<file path="config.mk">
export PLATFORM = sky130hd
export DESIGN_NAME = lob_ctrl
export DESIGN_NICKNAME = d
export VERILOG_FILES = /design/src/lob_pkg.sv /design/src/lob_ctrl.sv
export SDC_FILE = /design/constraint.sdc
export NUM_CORES = 1
export LEC_CHECK = 0
export ABC_AREA = 0
export BUFFER_PORTS_ARGS = -buffer_cell sky130_fd_sc_hd__buf_4
export CORE_MARGIN = 1.5
export CORE_UTILIZATION = 50
export DETAILED_ROUTE_END_ITERATION = 6
export GPL_TIMING_DRIVEN = 0
export PLACE_DENSITY = 0.71
export SLEW_MARGIN = 20
export SYNTH_ARGS = -nofsm -noshare
export SYNTH_HDL_FRONTEND = slang
export SYNTH_SLANG_ARGS = --single-unit
</file>
<file path="constraint.sdc">
create_clock -name clk -period 4.5 [get_ports clk]
set_input_delay 0.225 -clock clk [delete_from_list [all_inputs] [get_ports clk]]
set_output_delay 0.225 -clock clk [all_outputs]
set_load 0.05 [all_outputs]
</file>
<file path="src/lob_pkg.sv">
package lob_pkg;

	localparam int SYM_W = 16;
	localparam int KIND_W = 2;
	localparam int PRICE_W = 32;
	localparam int QTY_W = 32;
	localparam int TIME_W = 48;
	localparam int FILLS_W = 32;
	localparam int VOL_W = 64;

	localparam int S_TDATA_W = 136;
	localparam int S_TUSER_W = KIND_W;
	localparam int M_TDATA_W = 168;

	localparam int RESULT_LIMIT = 64;
	localparam int K_W = 7;

	localparam logic [KIND_W-1:0] KIND_LIMIT = 2'd0;
	localparam logic SIDE_BUY = 1'b0;

	typedef enum logic [1:0] {
		ST_ACCEPTED = 2'd0,
		ST_SYMBOL   = 2'd1,
		ST_KIND     = 2'd2,
		ST_FULL     = 2'd3
	} status_t;

	typedef enum logic [1:0] {
		BOOK_HOLD,
		BOOK_INSERT,
		BOOK_POP,
		BOOK_SETQ
	} book_op_t;

	typedef enum logic [1:0] {
		OUT_HOLD,
		OUT_PLAIN,
		OUT_PEND
	} out_sel_t;

	typedef struct packed {
		logic     take;
		logic     insert;
		logic     match;
		out_sel_t out_sel;
		status_t  out_status;
	} ctl_cmd_t;

	typedef struct packed {
		status_t check;
		logic    crossed;
	} dp_stat_t;

endpackage

</file>
<file path="src/lob_ctrl.sv">
module lob_ctrl (
	input  logic              clk,
	input  logic              arst_n,
	input  logic              s_tvalid,
	output logic              s_tready,
	output logic              m_tvalid,
	input  logic              m_tready,
	output logic              m_tlast,
	input  lob_pkg::dp_stat_t stat,
	output lob_pkg::ctl_cmd_t cmd
);
	import lob_pkg::*;

	typedef enum logic [1:0] {
		IDLE,
		CHECK,
		EVAL,
		SEND
	} state_t;

	state_t         state_q;
	logic [K_W-1:0] k_q;
	logic           pend_q;
	logic           cross_ok;

	assign cross_ok = stat.crossed && (k_q < K_W'(RESULT_LIMIT));
	assign s_tready = state_q == IDLE;

	always_comb begin
		cmd = '{take: 1'b0, insert: 1'b0, match: 1'b0,
			out_sel: OUT_HOLD, out_status: ST_ACCEPTED};
		case (state_q)
			IDLE: cmd.take = s_tvalid;
			CHECK: begin
				if (stat.check != ST_ACCEPTED) begin
					cmd.out_sel = OUT_PLAIN;
					cmd.out_status = stat.check;
				end else begin
					cmd.insert = 1'b1;
				end
			end
			EVAL: begin
				cmd.match = cross_ok;
				if (pend_q) begin
					cmd.out_sel = OUT_PEND;
				end else if (!cross_ok) begin
					cmd.out_sel = OUT_PLAIN;
				end
			end
			default: begin
			end
		endcase
	end

	always_ff @(posedge clk or negedge arst_n) begin
		if (!arst_n) begin
			state_q <= IDLE;
			k_q <= '0;
			pend_q <= 1'b0;
			m_tvalid <= 1'b0;
			m_tlast <= 1'b0;
		end else begin
			case (state_q)
				IDLE: begin
					if (s_tvalid) begin
						state_q <= CHECK;
					end
				end
				CHECK: begin
					k_q <= '0;
					pend_q <= 1'b0;
					if (stat.check != ST_ACCEPTED) begin
						m_tvalid <= 1'b1;
						m_tlast <= 1'b1;
						state_q <= SEND;
					end else begin
						state_q <= EVAL;
					end
				end
				EVAL: begin
					if (cross_ok) begin
						k_q <= k_q + K_W'(1);
						pend_q <= 1'b1;
					end else begin
						pend_q <= 1'b0;
					end
					if (pend_q || !cross_ok) begin
						m_tvalid <= 1'b1;
						m_tlast <= !cross_ok;
						state_q <= SEND;
					end
				end
				SEND: begin
					if (m_tready) begin
						m_tvalid <= 1'b0;
						state_q <= m_tlast ? IDLE : EVAL;
					end
				end
				default: state_q <= IDLE;
			endcase
		end
	end

endmodule

</file>
==> impl_metrics.ini, run 1 <==
[status]
outcome = finished, final reports clean

[detailed_routing]
wl_per_cell_um = 14.98
vias_per_cell = 5.756
first_iter_violations = 11
ant_nets = 0
drc = 0
vias = 708
wl_um = 1842
drtPass1Iterations = 4

[synthesis]
seq_area_frac_synth_pct = 36.04
synth-edff-count = 0
synth-main-ff-cell = dfrtp_1
synth_warnings = 0
syn_nets = 101
synthAdderAreaFrac_pct = 12.01
synth_area_um2 = 833.3
synthSimpleGateAreaFrac_pct = 22.82
synth_top_family_by_area = simple AND/OR/NAND/NOR gates
synthXorXnorAreaFrac_pct = 0
async_flop_share_pct = 100.0
synthesis.instances = 86
synth.area.mux_share_pct = 3.754
syn_avg_cell_area_um2 = 9.690
yosysUniqueCellTypes = 34
synth_compound_area_share_pct = 18.62
synth_seq_cells = 12

[clock_tree]
cts_max_path_buffers = 2
cts_tree = yes
cts.sinks = 12
postCtsHoldBufs = 1
cts_setup_buffers = 0
clkTransAtPathRegs_ps = 80
clk_latency_ps = 280
ctsResizeCount = 0
cts-root-buf = clkbuf_4
htreeDepth = 1
cts_inserted_buffers = 3

[hold_path]
hold_path.class = in -> async

[global_route]
grtUsageTotal_pct = 21.86
grt-ovfl-total = 0
grt_pass1_wl_um = 3056
antenna_found_initial = 0
grt_pass1_vias = 685
grt_max_degree = 13

[sta]
slew_violations = 0
fin_tns_setup_ps = 0
hold_viol_final = 0
rsz0062_at_grt = no
period_needed_ps = 2163
worstMarginPinSlew_ps = 620.0
max_freq_ghz = 0.4623
worst_clock_skew_ps = 0.6226
max_slew_margin_pct = 58.58
timing.final.crit_share_pct = 48.07
setup_viol_count_final = 0

[worst_setup_path]
critical_path_class = reg -> out
path_delay_family = buffers and inverters
cp_slowest_stage_delay_ps = 420
path_cells = inv_1 -> ha_1 -> clkbuf_1 -> inv_2 -> nor2_1 -> buf_4
slowest_stage = dfrtp_1
worstPathMaxFanout = 10
startpoint_type = flop
crit_path_end_kind = output pin
worstPathRequired_ps = 4280
path_buf_inv = 4
worstPathArrival_ps = 1940

[final_layout]
drive_above_1_share_pct = 22.43
area_growth_pct = 22.37
final_util_pct = 66.15
n_antenna_cell = 0
fin_nets = 123
stdcell_area_mm2 = 0.001020

[power]
p_leak_nw = 0.4940
powerDensity_mw_per_mm2 = 659.9
peakVddDrop_v = 0.0004414

[floorplanning]
die_w_um = 43.83
die_h_um = 43.83
core_area_mm2 = 0.001541
dieArea_mm2 = 0.001921
start_util_pct = 54.06
row_count = 14
ios = 17

[placement]
placed_area_um2 = 973.4
numPortBuffers = 16
dp_hpwl_um = 1385
gp_congestion = 0.7492

[job]
drv_cap = 0
[metrics by stage]
stage	cells	setup slack (ps)	hold WS [ps]	power (mW)
after floorplan	86	2023	-70.59	0.4748
after global placement	118	2635	73.44	0.5745
after detailed placement	118	2595	74.32	0.5832
after CTS	123	2312	316.7	0.6767
after global routing	123	2180	334.2	0.7207
final	123	2337	312.2	0.6729
[routing by layer]
metal  share of wire [%]  vias to the layer above  GRT usage (%)
met5                   0                        -              0
met4                0.92                        0          7.273
met1                  49                      336          29.84
met3                 3.5                        4          2.500
li1                    -                      354              -
met2                  46                       14          35.88
[synthesized netlist by cell type, drive strengths merged, types with 2 or more instances]
library cell / count / share of area (%)
a2bb2oi: 2 / 2.1
a32o: 3 / 3.6
and2: 4 / 3.0
and3: 2 / 1.5
buf: 2 / 2.7
dfrtp: 12 / 36
ha: 8 / 12
inv: 8 / 3.6
mux2i: 2 / 2.4
nand2: 3 / 1.4
nand3: 2 / 1.2
nor2: 5 / 2.3
nor2b: 6 / 4.5
nor3: 2 / 1.2
nor3b: 2 / 1.8
o21ai: 4 / 2.4
o22ai: 2 / 1.5
o2bb2ai: 2 / 2.1
o41ai: 2 / 2.1
[report_power, final]
| group | total, mW | internal, mW | switching [mW] | leakage, nW |
|---|---|---|---|---|
| Clock | 0.0900 | 0.0492 | 0.0407 | 0.0210 |
| Sequential | 0.156 | 0.133 | 0.0227 | 0.154 |
| Combinational | 0.427 | 0.161 | 0.266 | 0.319 |
[path summary, 6_finish.rpt]
check / from / to / slack [ps] / cells after the start
worst max-delay path: state_q[0] / cmd[4] / 2340 / 6
worst min-delay path: arst_n / m_tvalid / 310 / 2
worst max register to register: state_q[0] / k_q[3] / 2570 / 7
worst min register to register: k_q[1] / k_q[1] / 550 / 2
max in group asynchronous: arst_n / k_q[1] / 4030 / 2
min in group clk: stat[0] / k_q[5] / 370 / 4
[final cells by class]
type                       count  area (µm²)
buffer                         3       26.28
fill                         138       521.8
timing repair buffer          17       130.1
sequential                    12       300.3
tap                           16       20.02
multi-input combinational     63       476.7
inverter                       8       30.03
clock buffer                   4       36.28
[kinds of logic after synthesis]
family,count (synthesis)
AND/OR/NAND/NOR,32
AO/OA/AOI/OAI,20
flip-flops,12
adder cells (fa/ha/maj),8
multiplexers,3
buffers and inverters,11
[placed cells by master (no fill, tap or decap)]
master / synthesis / final
clkbuf_1: 1 / 1
clkbuf_8: 0 / 1
a21boi_1: 1 / 1
a2bb2oi_1: 2 / 2
buf_6: 2 / 2
nor2b_1: 6 / 6
or2_1: 1 / 1
o2111ai_1: 1 / 1
and2_1: 4 / 4
a211o_1: 1 / 1
dfrtp_1: 12 / 12
o22ai_1: 2 / 2
and3b_1: 1 / 1
o21ai_1: 1 / 1
nor3b_1: 2 / 2
o21ai_0: 3 / 3
inv_2: 1 / 1
and2b_1: 1 / 1
ha_1: 8 / 8
mux2_2: 1 / 1
clkbuf_4: 0 / 3
mux2i_1: 2 / 2
a32o_1: 3 / 3
nand3_1: 2 / 2
nand4b_1: 1 / 1
inv_1: 7 / 7
nor3_1: 2 / 2
buf_4: 0 / 16
and3_1: 2 / 2
o2bb2ai_1: 2 / 2
dlygate4sd3_1: 0 / 1
a211oi_1: 1 / 1
and4bb_1: 1 / 1
o41ai_1: 2 / 2
nor2_1: 5 / 5
nand2b_1: 1 / 1
o211ai_1: 1 / 1
nand2_1: 3 / 3
[worst reg2reg max path: stages (launching register included)]
cell     delay (ps)
dfrtp_1         400
inv_1           140
ha_1            320
and3b_1         220
buf_6           130
or2_1           230
buf_6           130
a32o_1          240
[flip-flops by register name, summed over array words and instances (netlist names)]
signal and count:
k_q 7, m_tlast 1, m_tvalid 1, state_q 2, pend_q 1
(Power assumes the default switching activity.)
==> run 2, diff against run 1 <==
==> constraint.sdc (replaced) <==
create_clock -name clk -period 2.24 [get_ports clk]
set_input_delay 0.112 -clock clk [delete_from_list [all_inputs] [get_ports clk]]
set_output_delay 0.112 -clock clk [all_outputs]
set_load 0.05 [all_outputs]
==> run 2 against run 1 <==
Clock power is 93% higher; total power is 99% higher; first-iteration DRC count is 9.1% lower; highest routed layer unchanged; non-clock buffer count stayed put; sequential share of layout area is 0.14 points lower; count of clock-buffer cells in the layout stayed put.
==> impl_metrics.ini, run 2 (same netlist as run 1, synthesis figures left out) <==
[final_layout]
fillers = 133
final_common_cell = buf_4
n_antenna_cell = 0
regMostFlops = k_q
area_growth_pct = 22.97
largest_reg_flops = 7
final_cell_mix = buf_4 (16), dfrtp_1 (12), ha_1 (8), inv_1 (7), nor2b_1 (6)
final_util_pct = 66.48
reg_top3 = k_q x7, state_q x2
drive_above_1_share_pct = 23.36
stdcell_area_mm2 = 0.001025
fin_nets = 123

[sta]
hold_viol_final = 0
timing.final.crit_share_pct = 92.50
fin_ws_ps = 168.0
max_freq_ghz = 0.4826
setup_viol_count_final = 0
rsz0062_at_grt = no
fin_tns_setup_ps = 0
worst_clock_skew_ps = 5.511
period_needed_ps = 2072
slew_violations = 0
worstMarginPinSlew_ps = 459.0
hold_ws_ps = 203.3
max_slew_margin_pct = 69.40

[clock_tree]
htreeDepth = 1
clkTransAtPathRegs_ps = 80
cts.sinks = 12
cts_max_path_buffers = 2
cts_inserted_buffers = 3
cts-root-buf = clkbuf_4
clk_latency_ps = 280
ctsResizeCount = 0
cts_tree = yes

[worst_setup_path]
cp_slowest_stage_delay_ps = 420
path_cells = inv_1 -> ha_1 -> clkbuf_1 -> inv_2 -> nor2_1 -> buf_4
critical_path_class = reg -> out
crit_path_end_kind = output pin
worstPathMaxFanout = 10
r2r-end = k_q[4]
r2r-start = state_q[0]
startpoint_type = flop
r2r_setup_slack_ps = 320
slowest_stage = dfrtp_1
worstPathArrival_ps = 1960
r2r_cells = 7
worstPathRequired_ps = 2130

[status]
outcome = finished, final reports clean

[detailed_routing]
drc = 0
vias = 695
wl_per_cell_um = 14.10
wl_um = 1734
vias_per_cell = 5.650
ant_nets = 0
drtPass1Iterations = 5
first_iter_violations = 10

[power]
p_leak_nw = 0.4957
peakVddDrop_v = 0.0008388
powerDensity_mw_per_mm2 = 1307

[global_route]
grt-ovfl-total = 0
grt_pass1_wl_um = 2994
grt_pass1_vias = 674
antenna_found_initial = 0
grtUsageTotal_pct = 21.51
grt_max_degree = 13

[job]
drv_cap = 0

[placement]
placed_area_um2 = 978.4
dp_hpwl_um = 1293
gp_congestion = 0.7940
pre_cts_ws_ps = 333.5
numPortBuffers = 16

[floorplanning]
ios = 17
die_h_um = 43.83
die_w_um = 43.83
core_area_mm2 = 0.001541
dieArea_mm2 = 0.001921
start_util_pct = 54.06
row_count = 14

[hold_path]
hold_path.class = in -> async
## run 2: layout make-up
| class | instances | area, µm² | share of cell area, % |
|---|---|---|---|
| Multi-Input combinational cell | 63 | 481.7 | 47.01 |
| Tap cell | 16 | 20.02 | 1.954 |
| Inverter | 8 | 30.03 | 2.930 |
| Timing Repair Buffer | 17 | 130.1 | 12.70 |
| Buffer | 3 | 26.28 | 2.564 |
| Clock buffer | 4 | 36.28 | 3.541 |
| Sequential cell | 12 | 300.3 | 29.30 |
## run 2: metal layers
layer | routed length, µm | GRT usage, % | vias up
li1 | - | - | 350
met2 | 784 | 33.82 | 17
met4 | 13 | 5.455 | 0
met5 | 0 | 0 | -
met3 | 91 | 7.500 | 2
met1 | 845 | 28.27 | 326
## run 2: timing repair
| item | in CTS | in global routing |
|---|---|---|
| setup buffers | 0 | 0 |
| endpoints found under the setup margin | 0 | 0 |
| endpoints found under the hold margin | 12 | 0 |
| hold buffers | 1 | 0 |
## run 2: how the worst max path moves through the flow
stage,from,endpoint,slack [ps],cells past startpoint
2_1_floorplan,state_q[0],pend_q,180,6
3_3_place_gp,state_q[0],k_q[2],360,7
3_5_place_dp,state_q[0],k_q[4],330,7
4_1_cts,state_q[0],cmd[4],170,6
5_1_grt,state_q[0],cmd[4],30,6
6_report,state_q[0],cmd[4],170,6
## run 2: worst max-delay path, delay by kind of cell (launching register included)
family | cells | cell delay [ps]
buffers and inverters | 4 | 900
flip-flops | 1 | 420
adder cells (fa/ha/maj) | 1 | 190
AND/OR/NAND/NOR | 1 | 180
## run 2: power breakdown
part	switching, mW	internal, mW	leakage (nW)	total, mW
combinational	0.528	0.325	0.320	0.853
clock	0.0747	0.0988	0.0210	0.174
sequential	0.0447	0.268	0.154	0.313
## run 2: through the flow
step,std cells,power [mW]
6_report,123,1.339
5_1_grt,123,1.433
4_1_cts,123,1.347
3_5_place_dp,118,1.168
3_3_place_gp,118,1.157
2_1_floorplan,86,0.9550
